`src/hdl/amcd_pkg.sv`:
```
// amcd_pkg: shared types and constants for the avi movi chunk demuxer
// parse phases, result kinds, beat structs and four-character codes
// no dependencies
`default_nettype none
package amcd_pkg;

  typedef enum logic [4:0] {
    PH_RIFF   = 5'd0,
    PH_T_HDR  = 5'd1,
    PH_T_TYPE = 5'd2,
    PH_T_SKIP = 5'd3,
    PH_H_HDR  = 5'd4,
    PH_H_TYPE = 5'd5,
    PH_H_SKIP = 5'd6,
    PH_S_HDR  = 5'd7,
    PH_S_STRH = 5'd8,
    PH_S_SKIP = 5'd9,
    PH_M_HDR  = 5'd10,
    PH_M_TYPE = 5'd11,
    PH_M_DATA = 5'd12,
    PH_M_SKIP = 5'd13,
    PH_R_HDR  = 5'd14,
    PH_R_DATA = 5'd15,
    PH_R_SKIP = 5'd16,
    PH_DONE   = 5'd17,
    PH_ERROR  = 5'd18
  } phase_t;

  typedef enum logic [2:0] {
    K_PAYLOAD = 3'd0,
    K_TIMING  = 3'd1,
    K_FORMAT  = 3'd2,
    K_MISSING = 3'd3,
    K_END     = 3'd4
  } kind_t;

  typedef struct packed {
    logic [7:0] data_byte;
    logic       file_end;
  } in_beat_t;

  typedef struct packed {
    logic [2:0]  kind;
    logic [7:0]  payload_byte;
    logic        chunk_last;
    logic [31:0] chunk_length;
    logic [31:0] stream_rate;
    logic [31:0] stream_scale;
  } out_beat_t;

  // four-character codes, first character in the low byte
  localparam logic [31:0] FCC_RIFF = 32'h4646_4952;
  localparam logic [31:0] FCC_AVI  = 32'h2049_5641;
  localparam logic [31:0] FCC_LIST = 32'h5453_494C;
  localparam logic [31:0] FCC_HDRL = 32'h6C72_6468;
  localparam logic [31:0] FCC_STRL = 32'h6C72_7473;
  localparam logic [31:0] FCC_STRH = 32'h6872_7473;
  localparam logic [31:0] FCC_VIDS = 32'h7364_6976;
  localparam logic [31:0] FCC_MOVI = 32'h6976_6F6D;
  localparam logic [31:0] FCC_REC  = 32'h2063_6572;
  localparam logic [7:0]  CH_D = 8'h64;
  localparam logic [7:0]  CH_C = 8'h63;
  localparam logic [7:0]  CH_W = 8'h77;
  localparam logic [7:0]  CH_B = 8'h62;

endpackage
`default_nettype wire

```
`src/hdl/avi_movi_chunk_demuxer_unit.sv`:
```
// avi_movi_chunk_demuxer_unit: byte-wise avi parser that extracts movi chunk payload
// depends on amcd_pkg
//
// channel | dir | handshake          | beat
// in_     | in  | in_valid/in_stall   | in_beat_t: one file byte, file end mark
// out_    | out | out_valid/out_stall | out_beat_t: payload byte or status result
// cfg_    | in  | cfg_wr_en           | wanted_audio bit
//
// one byte per cycle while in_stall is low: the whole parse step is logic between
// the state registers and a 4-entry result queue; a byte yields at most two results
// in_stall rises while the queue holds more than two beats
// out_stall only backs up the queue, parse state never waits on it
// synchronous active-low reset returns to the riff header phase, empty queue
// file end also returns all parse state to reset, wanted_audio is kept
`default_nettype none
module avi_movi_chunk_demuxer_unit
  import amcd_pkg::*;
#(
  parameter int SIZE_BITS = 32
) (
  input  wire logic      clk,
  input  wire logic      rst_n,
  input  wire logic      in_valid,
  output logic           in_stall,
  input  wire in_beat_t  in_data,
  output logic           out_valid,
  input  wire logic      out_stall,
  output out_beat_t      out_data,
  input  wire logic      cfg_wr_en,
  input  wire logic      cfg_wr_data
);

  localparam logic [31:0] SIZE_TOP = 32'hFFFF_FFFF >> (32 - SIZE_BITS);

  typedef logic [SIZE_BITS-1:0] cnt_t;

  // parse state
  phase_t      phase_r, phase_nxt;
  logic [5:0]  fbc_r, fbc_nxt;
  logic [31:0] fcc_r, fcc_nxt;
  logic [31:0] sz_r, sz_nxt;
  cnt_t        cbl_r, cbl_nxt;
  logic        pad_r, pad_nxt;
  cnt_t        mvl_r, mvl_nxt;
  cnt_t        inl_r, inl_nxt;
  cnt_t        hdl_r, hdl_nxt;
  cnt_t        stl_r, stl_nxt;
  logic        vid_r, vid_nxt;
  logic [31:0] scl_r, scl_nxt;
  logic        seen_r, seen_nxt;
  logic        audio_r;

  // results of this step
  out_beat_t   res0, res1;
  logic [1:0]  nres;

  // result queue
  out_beat_t   q_mem [4];
  logic [1:0]  rd_ptr_r, wr_ptr_r;
  logic [2:0]  cnt_r;

  logic in_acc, out_acc;
  assign in_acc  = in_valid && !in_stall;
  assign out_acc = out_valid && !out_stall;
  assign in_stall  = (cnt_r > 3'd2);
  assign out_valid = (cnt_r != 3'd0);
  assign out_data  = q_mem[rd_ptr_r];

  function automatic out_beat_t mk(input kind_t k, input logic [7:0] b, input logic l,
                                   input logic [31:0] len, input logic [31:0] rate,
                                   input logic [31:0] scale);
    out_beat_t o;
    o.kind = k;
    o.payload_byte = b;
    o.chunk_last = l;
    o.chunk_length = len;
    o.stream_rate = rate;
    o.stream_scale = scale;
    return o;
  endfunction

  function automatic cnt_t sat_add(input cnt_t a, input logic p);
    logic [SIZE_BITS:0] s;
    s = {1'b0, a} + {{SIZE_BITS{1'b0}}, p};
    return s[SIZE_BITS] ? {SIZE_BITS{1'b1}} : s[SIZE_BITS-1:0];
  endfunction

  always_comb begin
    logic [7:0]  b;
    logic        do_settle;
    logic        lst;
    logic        sel;
    logic [5:0]  idx;
    out_beat_t   e;
    logic        have_e;
    b = in_data.data_byte;
    phase_nxt = phase_r;
    fbc_nxt = fbc_r;
    fcc_nxt = fcc_r;
    sz_nxt = sz_r;
    cbl_nxt = cbl_r;
    pad_nxt = pad_r;
    mvl_nxt = mvl_r;
    inl_nxt = inl_r;
    hdl_nxt = hdl_r;
    stl_nxt = stl_r;
    vid_nxt = vid_r;
    scl_nxt = scl_r;
    seen_nxt = seen_r;
    res0 = '0;
    res1 = '0;
    nres = 2'd0;
    do_settle = 1'b0;
    lst = 1'b0;
    sel = 1'b0;
    idx = '0;
    e = '0;
    have_e = 1'b0;

    // list counters that this byte falls inside
    if (phase_r >= PH_H_HDR && phase_r <= PH_S_SKIP && hdl_nxt != '0) hdl_nxt = hdl_nxt - 1'b1;
    if (phase_r >= PH_S_HDR && phase_r <= PH_S_SKIP && stl_nxt != '0) stl_nxt = stl_nxt - 1'b1;
    if (phase_r >= PH_M_HDR && phase_r <= PH_R_SKIP && mvl_nxt != '0) mvl_nxt = mvl_nxt - 1'b1;
    if (phase_r >= PH_R_HDR && phase_r <= PH_R_SKIP && inl_nxt != '0) inl_nxt = inl_nxt - 1'b1;

    case (phase_r)
      PH_RIFF: begin
        if (fbc_r < 6'd4 || fbc_r >= 6'd8) fcc_nxt = {b, fcc_r[31:8]};
        if (fbc_r == 6'd3 && fcc_nxt != FCC_RIFF) begin
          e = mk(K_FORMAT, '0, 1'b0, '0, '0, '0);
          have_e = 1'b1;
          phase_nxt = PH_ERROR;
        end else if (fbc_r >= 6'd11) begin
          if (fcc_nxt != FCC_AVI) begin
            e = mk(K_FORMAT, '0, 1'b0, '0, '0, '0);
            have_e = 1'b1;
            phase_nxt = PH_ERROR;
          end else begin
            phase_nxt = PH_T_HDR;
          end
          fbc_nxt = '0;
        end else begin
          fbc_nxt = fbc_r + 6'd1;
        end
      end
      PH_T_HDR, PH_H_HDR, PH_S_HDR, PH_M_HDR, PH_R_HDR: begin
        if (fbc_r < 6'd4) fcc_nxt = {b, fcc_r[31:8]};
        else sz_nxt = {b, sz_r[31:8]};
        if (fbc_r < 6'd7) begin
          fbc_nxt = fbc_r + 6'd1;
        end else begin
          fbc_nxt = '0;
          if (sz_nxt > SIZE_TOP) sz_nxt = SIZE_TOP;
          cbl_nxt = sz_nxt[SIZE_BITS-1:0];
          pad_nxt = sz_nxt[0];
          lst = (fcc_nxt == FCC_LIST);
          if (audio_r) sel = (fcc_nxt[23:16] == CH_W) && (fcc_nxt[31:24] == CH_B);
          else sel = (fcc_nxt[23:16] == CH_D) &&
                     (fcc_nxt[31:24] == CH_C || fcc_nxt[31:24] == CH_B);
          // enter_body target and header phase
          case (phase_r)
            PH_T_HDR: begin
              if (lst) phase_nxt = PH_T_TYPE;
              else phase_nxt = PH_T_SKIP;
            end
            PH_H_HDR: begin
              if (lst) phase_nxt = PH_H_TYPE;
              else phase_nxt = PH_H_SKIP;
            end
            PH_S_HDR: begin
              if (fcc_nxt == FCC_STRH) begin
                vid_nxt = 1'b0;
                phase_nxt = PH_S_STRH;
              end else begin
                phase_nxt = PH_S_SKIP;
              end
            end
            PH_M_HDR: begin
              if (lst) phase_nxt = PH_M_TYPE;
              else phase_nxt = sel ? PH_M_DATA : PH_M_SKIP;
            end
            default: phase_nxt = sel ? PH_R_DATA : PH_R_SKIP;
          endcase
          // empty chunk goes straight back to the header phase
          if (!(lst && (phase_r == PH_T_HDR || phase_r == PH_H_HDR || phase_r == PH_M_HDR))
              && cbl_nxt == '0 && !pad_nxt) begin
            phase_nxt = phase_r;
            do_settle = 1'b1;
          end
        end
      end
      PH_T_TYPE, PH_H_TYPE, PH_M_TYPE: begin
        fcc_nxt = {b, fcc_r[31:8]};
        if (cbl_nxt != '0) cbl_nxt = cbl_nxt - 1'b1;
        if (fbc_r < 6'd3) begin
          fbc_nxt = fbc_r + 6'd1;
        end else begin
          fbc_nxt = '0;
          if (phase_r == PH_T_TYPE && fcc_nxt == FCC_HDRL) begin
            hdl_nxt = sat_add(cbl_nxt, pad_nxt);
            cbl_nxt = '0;
            pad_nxt = 1'b0;
            phase_nxt = PH_H_HDR;
            do_settle = 1'b1;
          end else if (phase_r == PH_T_TYPE && fcc_nxt == FCC_MOVI) begin
            mvl_nxt = cbl_nxt;
            seen_nxt = 1'b1;
            cbl_nxt = '0;
            pad_nxt = 1'b0;
            phase_nxt = PH_M_HDR;
            do_settle = 1'b1;
          end else if (phase_r == PH_H_TYPE && fcc_nxt == FCC_STRL) begin
            stl_nxt = sat_add(cbl_nxt, pad_nxt);
            cbl_nxt = '0;
            pad_nxt = 1'b0;
            phase_nxt = PH_S_HDR;
            do_settle = 1'b1;
          end else if (phase_r == PH_M_TYPE && fcc_nxt == FCC_REC) begin
            inl_nxt = sat_add(cbl_nxt, pad_nxt);
            cbl_nxt = '0;
            pad_nxt = 1'b0;
            phase_nxt = PH_R_HDR;
            do_settle = 1'b1;
          end else begin
            // other list types are skipped as plain chunks
            case (phase_r)
              PH_T_TYPE: phase_nxt = PH_T_SKIP;
              PH_H_TYPE: phase_nxt = PH_H_SKIP;
              default:   phase_nxt = PH_M_SKIP;
            endcase
            if (cbl_nxt == '0 && !pad_nxt) begin
              case (phase_r)
                PH_T_TYPE: phase_nxt = PH_T_HDR;
                PH_H_TYPE: phase_nxt = PH_H_HDR;
                default:   phase_nxt = PH_M_HDR;
              endcase
              do_settle = 1'b1;
            end
          end
        end
      end
      PH_T_SKIP, PH_H_SKIP, PH_S_STRH, PH_S_SKIP,
      PH_M_DATA, PH_M_SKIP, PH_R_DATA, PH_R_SKIP: begin
        if (cbl_r != '0) begin
          idx = fbc_r;
          cbl_nxt = cbl_r - 1'b1;
          if (fbc_r < 6'd63) fbc_nxt = fbc_r + 6'd1;
          if (phase_r == PH_M_DATA || phase_r == PH_R_DATA) begin
            e = mk(K_PAYLOAD, b, cbl_nxt == '0, sz_r, '0, '0);
            have_e = 1'b1;
          end else if (phase_r == PH_S_STRH) begin
            if (idx < 6'd4) begin
              fcc_nxt = {b, fcc_r[31:8]};
              if (idx == 6'd3) vid_nxt = (fcc_nxt == FCC_VIDS);
            end else if (idx >= 6'd20 && idx < 6'd24) begin
              scl_nxt = {b, scl_r[31:8]};
            end else if (idx >= 6'd24 && idx < 6'd28) begin
              fcc_nxt = {b, fcc_r[31:8]};
              // dwRate complete
              if (idx == 6'd27 && vid_r) begin
                e = mk(K_TIMING, '0, 1'b0, '0, fcc_nxt, scl_r);
                have_e = 1'b1;
              end
            end
          end
        end else begin
          pad_nxt = 1'b0;
        end
        if (cbl_nxt == '0 && !pad_nxt) begin
          case (phase_r)
            PH_T_SKIP:            phase_nxt = PH_T_HDR;
            PH_H_SKIP:            phase_nxt = PH_H_HDR;
            PH_S_STRH, PH_S_SKIP: phase_nxt = PH_S_HDR;
            PH_M_DATA, PH_M_SKIP: phase_nxt = PH_M_HDR;
            default:              phase_nxt = PH_R_HDR;
          endcase
          do_settle = 1'b1;
        end
      end
      PH_DONE, PH_ERROR: begin
      end
      default: phase_nxt = PH_ERROR;
    endcase

    if (have_e) begin
      res0 = e;
      nres = 2'd1;
    end

    // close finished lists at a chunk boundary
    if (do_settle) begin
      if (phase_nxt == PH_S_HDR && stl_nxt == '0) phase_nxt = PH_H_HDR;
      if (phase_nxt == PH_H_HDR && hdl_nxt == '0) phase_nxt = PH_T_HDR;
      if (phase_nxt == PH_R_HDR && inl_nxt == '0) phase_nxt = PH_M_HDR;
      if (phase_nxt == PH_M_HDR && mvl_nxt == '0) begin
        if (nres == 2'd0) res0 = mk(K_END, '0, 1'b0, '0, '0, '0);
        else res1 = mk(K_END, '0, 1'b0, '0, '0, '0);
        nres = nres + 2'd1;
        phase_nxt = PH_DONE;
      end
      fbc_nxt = '0;
    end

    if (in_data.file_end) begin
      if (phase_nxt == PH_RIFF) e = mk(K_FORMAT, '0, 1'b0, '0, '0, '0);
      else e = mk(seen_nxt ? K_END : K_MISSING, '0, 1'b0, '0, '0, '0);
      if (phase_nxt != PH_DONE && phase_nxt != PH_ERROR) begin
        if (nres == 2'd0) res0 = e;
        else res1 = e;
        nres = nres + 2'd1;
      end
      phase_nxt = PH_RIFF;
      fbc_nxt = '0;
      fcc_nxt = '0;
      sz_nxt = '0;
      cbl_nxt = '0;
      pad_nxt = 1'b0;
      mvl_nxt = '0;
      inl_nxt = '0;
      hdl_nxt = '0;
      stl_nxt = '0;
      vid_nxt = 1'b0;
      scl_nxt = '0;
      seen_nxt = 1'b0;
    end
  end

  always_ff @(posedge clk) begin
    if (!rst_n) begin
      phase_r <= PH_RIFF;
      fbc_r <= '0;
      fcc_r <= '0;
      sz_r <= '0;
      cbl_r <= '0;
      pad_r <= 1'b0;
      mvl_r <= '0;
      inl_r <= '0;
      hdl_r <= '0;
      stl_r <= '0;
      vid_r <= 1'b0;
      scl_r <= '0;
      seen_r <= 1'b0;
    end else if (in_acc) begin
      phase_r <= phase_nxt;
      fbc_r <= fbc_nxt;
      fcc_r <= fcc_nxt;
      sz_r <= sz_nxt;
      cbl_r <= cbl_nxt;
      pad_r <= pad_nxt;
      mvl_r <= mvl_nxt;
      inl_r <= inl_nxt;
      hdl_r <= hdl_nxt;
      stl_r <= stl_nxt;
      vid_r <= vid_nxt;
      scl_r <= scl_nxt;
      seen_r <= seen_nxt;
    end
  end

  always_ff @(posedge clk) begin
    if (!rst_n) audio_r <= 1'b0;
    else if (cfg_wr_en) audio_r <= cfg_wr_data;
  end

  // result queue: up to two writes, one read per cycle
  logic [1:0] npush;
  assign npush = in_acc ? nres : 2'd0;

  always_ff @(posedge clk) begin
    if (npush != 2'd0) q_mem[wr_ptr_r] <= res0;
    if (npush == 2'd2) q_mem[wr_ptr_r + 2'd1] <= res1;
  end

  always_ff @(posedge clk) begin
    if (!rst_n) begin
      rd_ptr_r <= '0;
      wr_ptr_r <= '0;
      cnt_r <= '0;
    end else begin
      wr_ptr_r <= wr_ptr_r + npush;
      if (out_acc) rd_ptr_r <= rd_ptr_r + 2'd1;
      cnt_r <= cnt_r + {1'b0, npush} - {2'b0, out_acc};
    end
  end

  a_cnt_max: assert property (@(posedge clk) disable iff (!rst_n) cnt_r <= 3'd4)
    else $error("result queue overflow");
  a_file_end: assert property (@(posedge clk) disable iff (!rst_n)
    in_acc && in_data.file_end |=> phase_r == PH_RIFF && !seen_r)
    else $error("file end did not restart parse");
  a_stall_room: assert property (@(posedge clk) disable iff (!rst_n)
    !in_stall |-> cnt_r <= 3'd2)
    else $error("input taken without room for two results");
  a_empty: assert property (@(posedge clk) disable iff (!rst_n)
    cnt_r == 3'd0 && !in_acc |=> !out_valid)
    else $error("result shown from empty queue");

endmodule
`default_nettype wire
```
`config.mk`:
```
export PLATFORM = sky130hd
export DESIGN_NAME = avi_movi_chunk_demuxer_unit
export DESIGN_NICKNAME = d
export VERILOG_FILES = /design/src/hdl/amcd_pkg.sv /design/src/hdl/avi_movi_chunk_demuxer_unit.sv
export SDC_FILE = /design/constraint.sdc
export NUM_CORES = 2
export LEC_CHECK = 0
export ABC_AREA = 1
export ABC_CLOCK_PERIOD_IN_PS = 6300
export BUFFER_PORTS_ARGS = -buffer_cell sky130_fd_sc_hd__buf_4
export CORE_MARGIN = 2
export CORE_UTILIZATION = 58
export CTS_CLUSTER_SIZE = 25
export DETAILED_ROUTE_END_ITERATION = 12
export PLACE_DENSITY = 0.78
export SKIP_CTS_REPAIR_TIMING = 1
export SYNTH_ARGS = -nofsm -noshare
export SYNTH_HDL_FRONTEND = slang
export SYNTH_SLANG_ARGS = --single-unit
```
`constraint.sdc`:
```
create_clock -name clk -period 6.3 [get_ports clk]
set_input_delay 1.26 -clock clk [delete_from_list [all_inputs] [get_ports clk]]
set_output_delay 1.26 -clock clk [all_outputs]
set_load 0.01 [all_outputs]
```
Word-level counts from Yosys, hierarchy flattened:

Memory sizes are Yosys's and may differ from the RTL's. A register that Yosys moved wholly into a read port is not among the register bits.
Index checks and enable logic that the tools add are counted.
Widths: inputs -> output; s select.

* input bits: 15
* memories: 1
* logic and storage cells: 382
* register bits: 278
* memory bits (writable): 432

* mux-type cells: 193
* reductions and logical operators: 82
* $add $sub $neg: 14
* order comparisons: 18
* equality and inequality tests: 57

Memories
* q_mem: words 4, width 108, read ports 1, clocked after Yosys merged registers in 1, write ports 2, line avi_movi_chunk_demuxer_unit.sv:58 `out_beat_t q_mem [4];`

Operator list (count)
* $mux 32: 63
* $mux 108: 14
* $mux 106: 7
* $mux 107: 3
* $logic_not 32->1: 8
* $pmux 107 s2: 1
* $eq 32x31->1 const B: 6
* $reduce_bool 32->1: 5
* $sub 32x1->32 const B: 5
* $pmux 32 s4: 1
* $mux 5: 22
* $pmux 32 s3: 1
* $mux 1: 53
* $eq 5x4->1 const B: 10
* $mux 6: 8
* $add 32x1->33: 1
* $eq 32x30->1 const B: 1
* $eq 8x7->1 const B: 4
* $gt 32x32->1 const B: 1
* $ne 32x30->1 const B: 1
* $ne 32x31->1 const B: 1
* $eq 5x3->1 const B: 6
* $logic_and 1x1->1: 30
* $ne 3x3->1 const B: 9
* other kinds (53): 103

Longest topological paths before layout:

* depth after elaboration: 39
* mapped depth: 50
* gate-level depth less buffers: 48

Least setup slack after synthesis:

No wires, ideal clock.

* path type: input to register
* start: input in_data[3] (netlist name)
* end: register cnt_r[2]
* slack: 0.232 ns
* data required time: 6.172 ns
* cell stages on the path: 35
* data arrival time: 5.940 ns
* buffers on the path: 2
* cells stage by stage: clkbuf_1 inv_1 nor3_1 nand3_1 nor2_1 nand3_1 nand2_2 inv_2 nand2_2 clkbuf_1 nand2_1 o21ai_0 inv_1 nor4_1 nand4_1 nor3_1 nand4_1 nor4_1 nand3_1 nor3_1 nand2_1 inv_1 ha_1 nand2_1 o21a_1 inv_1 ha_1 inv_1 nand3_1 nand3_2 ha_1 fa_1 xor2_1 inv_1 nor2_1

* cells in the longest elaborated chain, start to end: 37
* elaborated cells between the ends (all ways): 118
* classes of those cells: add/sub: 4; order compare: 1; eq/ne: 16; mux: 74; reduce/logical: 23

Ends and longest elaborated chain
* start, declared: line avi_movi_chunk_demuxer_unit.sv:25 `input wire in_beat_t in_data,`
* parallel branches: the longest is 33 deep, another holds $gt 32x32->1
* $mux 2 (*): line avi_movi_chunk_demuxer_unit.sv:304 `if (in_data.file_end) begin`
* $mux 2 (*): line avi_movi_chunk_demuxer_unit.sv:367 `assign npush = in_acc ? nres : 2'd0;`
* $add 3x2->3 (*): line avi_movi_chunk_demuxer_unit.sv:382 `cnt_r <= cnt_r + {1'b0, npush} - {2'b0, out_acc};`
* $sub 3x1->3 (*): line avi_movi_chunk_demuxer_unit.sv:382
* end signal, assigned: line avi_movi_chunk_demuxer_unit.sv:382
* end, declared: line avi_movi_chunk_demuxer_unit.sv:60 `logic [2:0] cnt_r;`

Every way passes the cells marked *. The select of a mux whose other input is x is not followed.
A chain may end at the register's enable or synchronous reset.

Worst setup path in the final report:

* start: register cbl_r[1]
* end: register cnt_r[2]

* cells in the longest elaborated chain, start to end: 35
* elaborated cells between the ends (all ways): 83
* classes of those cells: add/sub: 6; eq/ne: 6; mux: 56; reduce/logical: 15

Ends and longest elaborated chain
* start, declared: line avi_movi_chunk_demuxer_unit.sv:42 `cnt_t cbl_r, cbl_nxt;`
* start signal, assigned: line avi_movi_chunk_demuxer_unit.sv:348 `cbl_r <= cbl_nxt;`
* parallel branches: the longest is 31 deep, another holds $add 32x1->33
* $mux 2 (*): line avi_movi_chunk_demuxer_unit.sv:304
* $mux 2 (*): line avi_movi_chunk_demuxer_unit.sv:367
* $add 3x2->3 (*): line avi_movi_chunk_demuxer_unit.sv:382
* $sub 3x1->3 (*): line avi_movi_chunk_demuxer_unit.sv:382

Marked as above.

==> qor.csv <==
metric,value,unit
grt_max_degree,192,
dp_hpwl,119000,um
gr-total-overflow,0,
drt_iter0_drc,6252,
max_slew.worst_pin.slew,1240,ps
cts_buffers,79,
dr.pass1.iters,9,
root_buffer,clkbuf_16,
antenna_found_initial,3,
multi_input_area,25900,um^2
drc,0,
setup_viol,0,
hold_slack,453,ps
worstPathArrival,6470,ps
design.die.area,77700,um^2
cpPeakStageDelay,370,ps
placed_cell_area,48800,um^2
setup_ws,311,ps
grt_pass1_vias,48300,
syn_nets,7213,
antenna_left,0,
htreeDepth,3,
vias_per_cell,6.12,
grt.total_usage,42.7,%
power_density,415,nW/um^2
endpoint_kind,flop,
finalMaxSlewViolations,0,
ys.flop_type,dfxtp_1,
hold_violations,0,
cp-start-kind,flop,
port_buffers,124,
fmax,167,MHz
rows,100,
finalClockSkew,40.5,ps
pin_count,125,
cap_violations,0,
initial_core_util,58.7,%
place.gp.congestion,1.04,
path_class,flop to flop,
critPathMaxFanout,8,
ys_seq_elements,712,
avgSynthCellArea,6.10,um^2
cts_buffer_depth,3,
coreArea,74600,um^2
p_leak,25.0,nW
grt_pass1_wl,267000,um
required,6780,ps
status,completed,
clkTransAtPathRegs,60,ps
cts_tree,done,
vias,52000,
synth_area,43800,um^2
drive_above_1_share,13.4,%
seq_area,14400,um^2
synthArstFlopShare,0,%
ys_warn_count,0,
cts.sinks,712,
slowest_stage,fa_1,
postSynthCellCount,7180,
max-slew-margin-rel,16.9,%
yosysSeqAreaShare,32.8,%
fin_nets,7499,
synth-edff-count,12,
drt-wirelength-per-cell,20.3,um
fin_crit_sh,95.1,%
min_path_type,flop to flop,
crit_top_cell,nand2_1,
clk_latency,670,ps
wl,172000,um
period_needed,5990,ps
syn2layout_area_growth,18.7,%
nFillCells,6719,
ir_worst_vdd,0.366,mV
die_y,279,um
postLayoutCellArea,52000,um^2
dp_slack,-447,ps
dieWidth,279,um
synth.distinct_cells,55,
fin_util,69.7,%
## Yosys cell counts (14+ instances only)
cell	instances	area share, %
nand4_1	147	2.1
xor2_1	72	1.4
nor2_2	16	0.23
dfxtp_1	700	32
nor4_1	51	0.73
inv_2	16	0.14
xnor2_1	18	0.36
a2bb2oi_1	14	0.28
o22ai_1	122	1.7
nor2_1	1009	8.7
nand2_2	17	0.24
clkbuf_1	288	2.5
buf_1	32	0.27
or2_2	20	0.29
ha_1	17	0.49
a211oi_1	35	0.60
buf_2	117	1.3
a21oi_1	432	4.9
buf_4	41	0.70
nor3_1	66	0.75
o21ai_0	478	5.5
nand3_1	936	11
nand2_1	1856	16
inv_1	467	4.0
o211ai_1	64	1.1
o21ai_1	58	0.66
## registers in the layout, indices dropped and copies added, names as in the netlist, named ones only
signal and cells:
q_mem 432, cbl_r 32, fcc_r 32, hdl_r 32
inl_r 32, mvl_r 32, scl_r 32, stl_r 32
sz_r 32, fbc_r 6, phase_r 5, cnt_r 3
rd_ptr_r 2, wr_ptr_r 2, audio_r 1, pad_r 1
seen_r 1, vid_r 1
## critical path: cells and delay by family, from the launching register on
family | cells | cell delay [ps]
xor gates and xnor gates | 1 | 170
adders and majority gates | 5 | 1310
buffers and inverters | 9 | 910
AOI/OAI and AO/OA | 2 | 210
and+or+nand+nor | 25 | 2890
DFF | 1 | 320
## power breakdown
| group | switching [mW] | internal, mW |
|---|---|---|
| Sequential | 0.361 | 5.02 |
| Combinational | 7.61 | 3.64 |
| Clock | 2.05 | 2.86 |
## path summary, 6_finish.rpt
path / start / endpoint / slack (ps) / cells past startpoint
max: cbl_r[1] / cnt_r[2] / 310 / 42
min: rd_ptr_r[1] / flop / 450 / 2
max reg2reg: cbl_r[1] / cnt_r[2] / 310 / 42
min reg2reg: rd_ptr_r[1] / flop / 450 / 2
## stage by stage
step	cells	total power [mW]	TNS, ps
floorplan	7180	11.2	0
global placement	8348	16.0	-177220
detailed placement	8348	16.1	-122180
CTS	8493	21.0	-7220
global route	8500	22.4	-467
finish	8500	21.5	0
## logic make-up after synthesis
| logic type | Yosys count | share of synthesized area (%) |
|---|---|---|
| adder cells (fa/ha/maj) | 18 | 0.532 |
| flip-flops | 712 | 32.8 |
| buffers and inverters | 980 | 9.26 |
| AND/OR/NAND/NOR | 4150 | 40.3 |
| XOR/XNOR | 90 | 1.80 |
| AO/OA/AOI/OAI | 1229 | 15.3 |
| multiplexers | 1 | 0.0229 |
## routing by layer
layer	global-route usage, %	wire (um)
met1	53.2	65700
met2	69.0	77100
met3	6.16	16900
met4	28.5	12400
met5	0	26
## placed cells by master (no fill, tap or decap), types with 122 or more instances in the layout
cell / n
nand3_1: 919
nand2_1: 1839
dfxtp_1: 698
inv_1: 455
nand4_1: 147
buf_4: 636
nor2_1: 971
a21oi_1: 430
o21ai_0: 468
o22ai_1: 122
## area by class of cell
| class | count | area share (%) |
|---|---|---|
| antenna | 1 | 0.00481 |
| clock buffer | 113 | 4.36 |
| clock inverter | 32 | 0.917 |
| inverter | 491 | 3.58 |
| multi-input combinational | 5488 | 49.8 |
| sequential | 712 | 27.7 |
| tap | 969 | 2.33 |
| timing repair buffer | 694 | 11.4 |
(Power assumes the default switching activity.)
